[src/rtl/asd_pkg.sv]
package asd_pkg;

	// Q16 constants of the level calculation.
	localparam int unsigned FRAC_BITS = 16;
	localparam logic [17:0] TEN_LOG10_TWO_Q16 = 18'd197283;
	localparam logic [4:0] FULL_SCALE_EXP = 5'd27;
	localparam logic [6:0] LEVEL_OFFSET_DB = 7'd96;
	localparam int unsigned LEVEL_BITS = 15;
	localparam logic [LEVEL_BITS-1:0] LEVEL_MAX = 15'h7FFF;
	localparam int unsigned LEVEL_SHIFT = 24;

	// Commands from the controller to the datapath.
	typedef struct packed {
		logic accum;
		logic mul_load_nq;
		logic mul_load_s2;
		logic mul_step;
		logic norm_load_num;
		logic norm_load_n;
		logic norm_step;
		logic log_save_num;
		logic log_save_n;
		logic calc_prod;
		logic calc_level;
		logic zero_level;
		logic finish;
	} asd_cmd_t;

	// Status from the datapath to the controller.
	typedef struct packed {
		logic mul_done;
		logic norm_done;
		logic trivial;
	} asd_status_t;

	// log2(1 + i/16) in Q16, for i from 0 to 16.
	function automatic logic [16:0] log_frac(input logic [4:0] idx);
		logic [16:0] v;
		begin
			case (idx)
				5'd0: v = 17'd0;
				5'd1: v = 17'd5732;
				5'd2: v = 17'd11136;
				5'd3: v = 17'd16248;
				5'd4: v = 17'd21098;
				5'd5: v = 17'd25711;
				5'd6: v = 17'd30109;
				5'd7: v = 17'd34312;
				5'd8: v = 17'd38336;
				5'd9: v = 17'd42196;
				5'd10: v = 17'd45903;
				5'd11: v = 17'd49472;
				5'd12: v = 17'd52910;
				5'd13: v = 17'd56229;
				5'd14: v = 17'd59434;
				5'd15: v = 17'd62535;
				default: v = 17'd65536;
			endcase
			return v;
		end
	endfunction

endpackage

[src/rtl/audio_silence_detector.sv]
// One sample is accepted per cycle while a buffer accumulates; after a last sample
// the result is computed with the shift-add multiplier and the bit-serial
// leading-one search, both sized by CW (bits of the sample count, 13 by default).
// No sample is accepted during evaluation.
// Reset (arst_n low, asynchronous) clears the accumulators, the running average,
// the threshold register and the output valid flag.
module audio_silence_detector
	import asd_pkg::*;
#(
	parameter int MAX_SAMPLES = 4096
) (
	input  logic                  clk,
	input  logic                  arst_n,
	input  logic                  psel,
	input  logic                  penable,
	input  logic                  pwrite,
	input  logic [2:0]            paddr,
	input  logic [31:0]           pwdata,
	output logic [31:0]           prdata,
	output logic                  pready,
	input  logic                  in_valid,
	output logic                  in_ready,
	input  logic signed [15:0]    sample,
	input  logic                  last,
	output logic                  out_valid,
	input  logic                  out_ready,
	output logic                  silent,
	output logic [LEVEL_BITS-1:0] buffer_level,
	output logic [LEVEL_BITS-1:0] average_level
);

	localparam logic REG_SILENCE_LEVEL = 1'b0;

	logic [6:0]  silence_level_q;
	asd_cmd_t    cmd;
	asd_status_t status;

	// Configuration register.
	assign pready = 1'b1;
	assign prdata = (paddr[2] == REG_SILENCE_LEVEL) ? {25'b0, silence_level_q} : 32'b0;

	always_ff @(posedge clk or negedge arst_n) begin
		if (!arst_n) begin
			silence_level_q <= '0;
		end else if (psel && penable && pwrite && (paddr[2] == REG_SILENCE_LEVEL)) begin
			silence_level_q <= pwdata[6:0];
		end
	end

	asd_ctrl u_ctrl (
		.clk       (clk),
		.arst_n    (arst_n),
		.in_valid  (in_valid),
		.last      (last),
		.in_ready  (in_ready),
		.out_valid (out_valid),
		.out_ready (out_ready),
		.status    (status),
		.cmd       (cmd)
	);

	asd_dp #(
		.MAX_SAMPLES (MAX_SAMPLES)
	) u_dp (
		.clk           (clk),
		.arst_n        (arst_n),
		.cmd           (cmd),
		.status        (status),
		.sample        (sample),
		.silence_level (silence_level_q),
		.silent        (silent),
		.buffer_level  (buffer_level),
		.average_level (average_level)
	);

endmodule

[src/rtl/asd_dp.sv]
module asd_dp
	import asd_pkg::*;
#(
	parameter int MAX_SAMPLES = 4096
) (
	input  logic                  clk,
	input  logic                  arst_n,
	input  asd_cmd_t              cmd,
	output asd_status_t           status,
	input  logic signed [15:0]    sample,
	input  logic [6:0]            silence_level,
	output logic                  silent,
	output logic [LEVEL_BITS-1:0] buffer_level,
	output logic [LEVEL_BITS-1:0] average_level
);

	localparam int CW = $clog2(MAX_SAMPLES + 1);
	localparam int SW = CW + 16;
	localparam int QW = CW + 30;
	localparam int PW = 2 * SW;
	localparam int EW = $clog2(PW);
	localparam int LGW = EW + FRAC_BITS;
	localparam int LW = LGW + 3;
	localparam int PRW = LW + 19;
	localparam int AW = ((PRW > 40) ? PRW : 40) + 1;
	localparam logic [CW-1:0] MAX_COUNT = CW'(MAX_SAMPLES);

	logic [CW-1:0]        count_q;
	logic signed [SW-1:0] sum_q;
	logic [QW-1:0]        sq_q;
	logic [LEVEL_BITS-1:0] avg_q;
	logic [PW-1:0]        mcand_q;
	logic [SW-1:0]        mplr_q;
	logic [PW-1:0]        prod_q;
	logic [PW-1:0]        nq_q;
	logic [PW-1:0]        norm_q;
	logic [EW-1:0]        exp_q;
	logic [LGW-1:0]       lnum_q;
	logic [LGW-1:0]       ln_q;
	logic signed [PRW-1:0] acc_q;
	logic [LEVEL_BITS-1:0] level_q;

	logic signed [31:0]   sq_sample;
	logic [SW-1:0]        mag;
	logic [15:0]          mant;
	logic [16:0]          lo;
	logic [16:0]          hi;
	logic [12:0]          frac_step;
	logic [24:0]          interp;
	logic [LGW-1:0]       log_val;
	logic signed [LW-1:0] l2;
	logic signed [AW-1:0] sum_db;
	logic signed [AW-1:0] shifted;
	logic [LEVEL_BITS-1:0] level_next;
	logic [LEVEL_BITS:0]  avg_sum;
	logic [LEVEL_BITS-1:0] avg_next;

	assign sq_sample = sample * sample;
	assign mag = sum_q[SW-1] ? SW'(-sum_q) : SW'(sum_q);

	// Status toward the controller.
	assign status.mul_done = (mplr_q == '0);
	assign status.norm_done = norm_q[PW-1];
	assign status.trivial = (count_q == '0) || (nq_q <= prod_q);

	// Log2 of the normalized word: exponent, table entry and interpolation.
	// Adjacent table entries differ by less than 2^13.
	assign mant = norm_q[PW-2 -: 16];
	assign lo = log_frac({1'b0, mant[15:12]});
	assign hi = log_frac({1'b0, mant[15:12]} + 5'd1);
	assign frac_step = 13'(hi - lo);
	assign interp = frac_step * mant[11:0];
	assign log_val = {exp_q, {FRAC_BITS{1'b0}}} + LGW'(lo) + LGW'(interp[24:12]);

	// Level in Q16 log2 units relative to full scale.
	assign l2 = $signed({3'b000, lnum_q}) - $signed({2'b00, ln_q, 1'b0})
		- $signed(LW'({FULL_SCALE_EXP, {FRAC_BITS{1'b0}}}));

	// Offset, scale to Q7.8 and clamp.
	assign sum_db = AW'(acc_q) + $signed(AW'({LEVEL_OFFSET_DB, 32'b0}));
	assign shifted = sum_db >>> LEVEL_SHIFT;
	always_comb begin
		if (sum_db <= 0) begin
			level_next = '0;
		end else if (shifted > $signed(AW'(LEVEL_MAX))) begin
			level_next = LEVEL_MAX;
		end else begin
			level_next = shifted[LEVEL_BITS-1:0];
		end
	end

	assign avg_sum = {1'b0, avg_q} + {1'b0, level_q};
	assign avg_next = avg_sum[LEVEL_BITS:1];

	// Accumulators and running average.
	always_ff @(posedge clk or negedge arst_n) begin
		if (!arst_n) begin
			count_q <= '0;
			sum_q <= '0;
			sq_q <= '0;
			avg_q <= '0;
		end else if (cmd.finish) begin
			count_q <= '0;
			sum_q <= '0;
			sq_q <= '0;
			avg_q <= avg_next;
		end else if (cmd.accum && (count_q < MAX_COUNT)) begin
			count_q <= count_q + 1'b1;
			sum_q <= sum_q + SW'(sample);
			sq_q <= sq_q + QW'(sq_sample[30:0]);
		end
	end

	// Shift-add multiplier shared by n*square_sum and sum^2.
	always_ff @(posedge clk) begin
		if (cmd.mul_load_nq) begin
			mcand_q <= PW'(sq_q);
			mplr_q <= SW'(count_q);
			prod_q <= '0;
		end else if (cmd.mul_load_s2) begin
			nq_q <= prod_q;
			mcand_q <= PW'(mag);
			mplr_q <= mag;
			prod_q <= '0;
		end else if (cmd.mul_step) begin
			if (mplr_q[0]) begin
				prod_q <= prod_q + mcand_q;
			end
			mcand_q <= mcand_q << 1;
			mplr_q <= mplr_q >> 1;
		end
	end

	// Leading-one search, one bit per cycle.
	always_ff @(posedge clk) begin
		if (cmd.norm_load_num) begin
			norm_q <= nq_q - prod_q;
			exp_q <= EW'(PW - 1);
		end else if (cmd.norm_load_n) begin
			norm_q <= PW'(count_q);
			exp_q <= EW'(PW - 1);
		end else if (cmd.norm_step && !norm_q[PW-1]) begin
			norm_q <= norm_q << 1;
			exp_q <= exp_q - 1'b1;
		end
	end

	// Log results, scaling product and level.
	always_ff @(posedge clk) begin
		if (cmd.log_save_num) begin
			lnum_q <= log_val;
		end
		if (cmd.log_save_n) begin
			ln_q <= log_val;
		end
		if (cmd.calc_prod) begin
			acc_q <= l2 * $signed({1'b0, TEN_LOG10_TWO_Q16});
		end
		if (cmd.zero_level) begin
			level_q <= '0;
		end else if (cmd.calc_level) begin
			level_q <= level_next;
		end
	end

	// Result registers.
	always_ff @(posedge clk) begin
		if (cmd.finish) begin
			silent <= (avg_next < {silence_level, 8'b0});
			buffer_level <= level_q;
			average_level <= avg_next;
		end
	end

endmodule

[src/rtl/asd_ctrl.sv]
module asd_ctrl
	import asd_pkg::*;
(
	input  logic        clk,
	input  logic        arst_n,
	input  logic        in_valid,
	input  logic        last,
	output logic        in_ready,
	output logic        out_valid,
	input  logic        out_ready,
	input  asd_status_t status,
	output asd_cmd_t    cmd
);

	typedef enum logic [3:0] {
		IDLE,
		LOAD_NQ,
		MUL_NQ,
		MUL_S2,
		CHECK,
		NORM_NUM,
		NORM_N,
		LOG_N,
		PROD,
		LEVEL,
		DONE
	} state_t;

	state_t state_q;
	state_t state_next;
	logic   accept;
	logic   out_free;

	assign in_ready = (state_q == IDLE);
	assign accept = in_valid && in_ready;
	assign out_free = !out_valid || out_ready;

	// Command decode and next state.
	always_comb begin
		cmd = '0;
		state_next = state_q;
		unique case (state_q)
			IDLE: begin
				cmd.accum = accept;
				if (accept && last) begin
					state_next = LOAD_NQ;
				end
			end
			LOAD_NQ: begin
				cmd.mul_load_nq = 1'b1;
				state_next = MUL_NQ;
			end
			MUL_NQ: begin
				if (status.mul_done) begin
					cmd.mul_load_s2 = 1'b1;
					state_next = MUL_S2;
				end else begin
					cmd.mul_step = 1'b1;
				end
			end
			MUL_S2: begin
				if (status.mul_done) begin
					state_next = CHECK;
				end else begin
					cmd.mul_step = 1'b1;
				end
			end
			CHECK: begin
				if (status.trivial) begin
					cmd.zero_level = 1'b1;
					state_next = DONE;
				end else begin
					cmd.norm_load_num = 1'b1;
					state_next = NORM_NUM;
				end
			end
			NORM_NUM: begin
				if (status.norm_done) begin
					cmd.log_save_num = 1'b1;
					cmd.norm_load_n = 1'b1;
					state_next = NORM_N;
				end else begin
					cmd.norm_step = 1'b1;
				end
			end
			NORM_N: begin
				if (status.norm_done) begin
					state_next = LOG_N;
				end else begin
					cmd.norm_step = 1'b1;
				end
			end
			LOG_N: begin
				cmd.log_save_n = 1'b1;
				state_next = PROD;
			end
			PROD: begin
				cmd.calc_prod = 1'b1;
				state_next = LEVEL;
			end
			LEVEL: begin
				cmd.calc_level = 1'b1;
				state_next = DONE;
			end
			DONE: begin
				if (out_free) begin
					cmd.finish = 1'b1;
					state_next = IDLE;
				end
			end
			default: begin
				state_next = IDLE;
			end
		endcase
	end

	// State and output valid.
	always_ff @(posedge clk or negedge arst_n) begin
		if (!arst_n) begin
			state_q <= IDLE;
			out_valid <= 1'b0;
		end else begin
			state_q <= state_next;
			if (cmd.finish) begin
				out_valid <= 1'b1;
			end else if (out_ready) begin
				out_valid <= 1'b0;
			end
		end
	end

	// A new result never overwrites one that has not been taken.
	assert property (@(posedge clk) disable iff (!arst_n)
		cmd.finish |-> (!out_valid || out_ready))
		else $error("result overwritten");

	// A last sample starts the evaluation sequence.
	assert property (@(posedge clk) disable iff (!arst_n)
		(accept && last) |=> (state_q == LOAD_NQ))
		else $error("evaluation not started");

	// The multiplier and normalizer loads and the finish command never collide.
	assert property (@(posedge clk) disable iff (!arst_n)
		$onehot0({cmd.mul_load_nq, cmd.mul_load_s2, cmd.norm_load_num, cmd.norm_load_n,
			cmd.finish}))
		else $error("datapath load collision");

endmodule
[config.mk]
export PLATFORM = sky130hd
export DESIGN_NAME = audio_silence_detector
export DESIGN_NICKNAME = d
export VERILOG_FILES = /design/src/rtl/asd_pkg.sv /design/src/rtl/audio_silence_detector.sv /design/src/rtl/asd_dp.sv /design/src/rtl/asd_ctrl.sv
export SDC_FILE = /design/constraint.sdc
export NUM_CORES = 2
export LEC_CHECK = 0
export BUFFER_PORTS_ARGS = -buffer_cell sky130_fd_sc_hd__buf_2
export CAP_MARGIN = 20
export CORE_AREA = 2 2 281 560
export CTS_CLUSTER_SIZE = 30
export DETAILED_ROUTE_END_ITERATION = 16
export DIE_AREA = 0 0 283 562
export GPL_TIMING_DRIVEN = 0
export PLACE_DENSITY_LB_ADDON = 0.12
export SYNTH_ARGS = -nofsm -noshare
export SYNTH_HDL_FRONTEND = slang
export SYNTH_SLANG_ARGS = --single-unit
[constraint.sdc]
create_clock -name clk -period 22 [get_ports clk]
set_input_delay 2.2 -clock clk [delete_from_list [all_inputs] [get_ports clk]]
set_output_delay 2.2 -clock clk [all_outputs]
set_load 0.02 [all_outputs]
==> impl_metrics.py <==
metrics = {
    "status": {
        "outcome": "finished, final reports clean",
    },
    "timing": {
        "worst_slew_pin_slew_ps": 1100,
        "finalCritPeriodShare_pct": 57.6,
        "fin_ws_ps": 9330,
        "setup_tns_ps": 0,
        "slew_viol_final": 0,
        "fin_crit_ps": 12670,
        "setup_viol": 0,
        "clock-skew-final_ps": 54.1,
        "fmax_ghz": 0.0789,
        "maxSlewHeadroom_pct": 26.1,
        "grt_setup_unrepaired": "false",
        "hold_viol": 0,
        "holdWs_ps": 486,
    },
    "detailed_routing": {
        "avgViaCountPerCell": 5.16,
        "drc": 0,
        "ant_nets": 0,
        "avgRoutedWirePerCell_um": 21.8,
        "dr.pass1.iters": 9,
        "wirelength_um": 177000,
        "drtIter0Drc": 1873,
        "vias": 42100,
    },
    "synthesis": {
        "syn_inst": 5877,
        "synth_flop_cell": "edfxtp_1",
        "yosysWarnings": 0,
        "netlist_top_cells_area": "fa_1 17%, edfxtp_1 16%, ha_1 14%",
        "syn_area_um2": 53700,
        "avgSynthCellArea_um2": 9.15,
        "synth.top_cell.area_share_pct": 17.1,
        "yosysUniqueCellTypes": 109,
        "synth-seq-cells": 529,
        "async_reset_ff_share_pct": 21.2,
        "synth_top_area_cell": "fa_1",
        "synth_edf_count": 291,
        "ys_seq_area_share_pct": 26.2,
    },
    "setup_path": {
        "cp.arrival_ps": 13100,
        "cp_max_fo": 10,
        "worstSetupStartpointType": "flip-flop",
        "slowest_delay_ps": 730,
        "rr_startpoint": "u_dp.norm_q[54]",
        "cp.required_ps": 22430,
        "endpoint_kind": "flip-flop",
        "crit_type": "flip-flop to flip-flop",
        "rrSetupSlack_ps": 9330,
        "cp_slowest_cell": "nor4b_2",
        "path_common_cell": "inv_1",
        "ff2ff_path_depth": 48,
        "reg2reg_to": "u_dp.lnum_q[21]",
    },
    "layout": {
        "mostFrequentLayoutCell": "inv_1",
        "drive_gt1_share_pct": 4.84,
        "layout_common_cells": "819 x inv_1, 602 x ha_1, 588 x nand2_1",
        "fin_nets": 7155,
        "area_growth_pct": 9.38,
        "fin_cells": 8142,
    },
    "placement": {
        "placed_cells": 8040,
        "gp_congestion": 0.929,
        "place_ws_ps": 9140,
        "hpwl_um": 151000,
        "io_buffers": 71,
    },
    "die": {
        "num_rows": 204,
        "initial_core_util_pct": 34.8,
        "dieArea_um2": 159000,
        "core_area_um2": 154000,
        "dieWidth_um": 283,
        "ios": 125,
        "die_h_um": 562,
    },
    "global_routing": {
        "antenna_found_initial": 3,
        "overflow": 0,
        "track_usage_pct": 22.1,
        "grt_max_degree": 59,
        "grt_pass1_vias": 44700,
        "grt_first_pass_wirelength_um": 266000,
    },
    "worst_hold_path": {
        "whs_endpoint": "u_dp.avg_q[3]",
        "min_from": "u_dp.avg_q[3]",
        "hold_class": "flip-flop to flip-flop",
        "hold_depth": 2,
    },
    "clock_tree": {
        "post-cts-setup-buffers": 0,
        "cts_made_buffers": 52,
        "ctsResizeCount": 0,
        "clock_latency_ps": 700,
        "cts.reportedPaths.clkPinSlew_ps": 70,
        "cts-hold-fix-buffers": 0,
        "cts_buffer_depth": 3,
        "cts-root-buf": "clkbuf_16",
        "htree_levels": 2,
        "cts_tree": "yes",
        "clock_sinks": 529,
    },
    "job": {
        "cap_violations": 0,
    },
}
[worst max-delay path by stage]
stage / from / cells past startpoint / slack [ps] / to
6_report: u_dp.norm_q[54] / 48 / 9330 / u_dp.lnum_q[21]
2_1_floorplan: u_dp.norm_q[54] / 48 / 11650 / u_dp.ln_q[21]
3_3_place_gp: u_dp.norm_q[54] / 48 / 9170 / u_dp.ln_q[21]
5_1_grt: u_dp.norm_q[54] / 48 / 8500 / u_dp.lnum_q[21]
3_5_place_dp: u_dp.norm_q[54] / 48 / 9140 / u_dp.ln_q[21]
4_1_cts: u_dp.norm_q[54] / 48 / 9140 / u_dp.lnum_q[21]
[worst max-delay path, delay by kind of cell (launching register included)]
kind	cells	cell delay, ps
adders and majority gates	9	3740
AOI/OAI and AO/OA	18	3710
and+or+nand+nor	9	2140
buffers and inverters	9	1860
xor gates and xnor gates	3	580
DFF	1	400
[layout make-up]
cell class / count / area, um^2
antenna: 3 / 7.51
buffer: 231 / 1010
clock buffer: 67 / 1450
clock inverter: 31 / 384
fill: 15800 / 95600
inverter: 823 / 3090
multi-input combinational: 4318 / 35700
sequential: 529 / 14100
tap: 2060 / 2580
timing repair buffer: 80 / 502
[layer usage]
layer	vias to the layer above	global-route usage (%)	part of all wire (%)
li1	20100	-	-
met1	20700	18.5	31
met2	799	45.5	57
met3	476	1.61	2.0
met4	0	18.8	10
met5	-	0	0
[registers in the layout, summed over array words and instances, names as in the netlist]
register / flops
u_dp.buffer_level: 15
u_dp.sq_q: 43
u_dp.prod_q: 58
u_dp.ln_q: 22
u_dp.silent: 1
silence_level_q: 7
u_dp.lo: 16
u_dp.average_level: 15
u_ctrl.out_valid: 1
u_dp.count_q: 13
u_dp.norm_q: 58
u_dp.avg_q: 15
u_dp.nq_q: 58
u_dp.lnum_q: 22
u_dp.sum_q: 29
u_dp.exp_q: 6
u_dp.mplr_q: 29
u_ctrl.state_q: 4
u_dp.acc_q: 44
u_dp.mcand_q: 58
u_dp.level_q: 15
[through the flow]
step	instance area (um^2)	utilization, %
floorplan	53800	-
global placement	56800	36.8
detailed placement	56900	36.9
CTS	58800	38.1
global route	58800	38.1
finish	58800	38.1
[cells in the mapped netlist (9+ instances only)]
library cell	instances
xnor2_1	220
clkbuf_1	169
ha_1	602
mux2_2	12
o21a_1	47
nand2b_1	60
a21o_1	144
a22oi_1	15
buf_1	18
a211oi_1	30
nor3_1	53
nor4_1	30
fa_1	459
nand2_1	590
or2_2	13
a31o_2	13
a21oi_1	378
o2111ai_1	12
and3_1	47
nand3_1	170
dfrtp_1	112
o21bai_1	50
or3_1	27
o31ai_1	33
a31oi_1	39
a221o_1	13
and4_1	9
and2_1	116
o211ai_1	22
o31a_1	9
nor2b_1	44
o21ai_0	305
nand4_1	44
mux2i_1	19
dfxtp_1	126
xor2_1	142
edfxtp_1	291
a2111oi_0	11
o21ai_1	19
a21boi_0	15
buf_2	14
inv_1	819
buf_4	27
nor2_1	341
[cell families after synthesis]
logic type / Yosys count / share of synthesized area [%]
compound gates: 1246 / 14.6
xor+xnor: 363 / 5.93
fa+ha+maj: 1061 / 31.1
buf+inv: 1054 / 7.62
flops: 529 / 26.2
mux: 31 / 0.605
other cells: 2 / 0.0140
simple gates: 1591 / 13.9
Power is left out: the tool's default activity adds up to more than one toggle a clock period on the data nets, which glitch-free logic cannot reach.
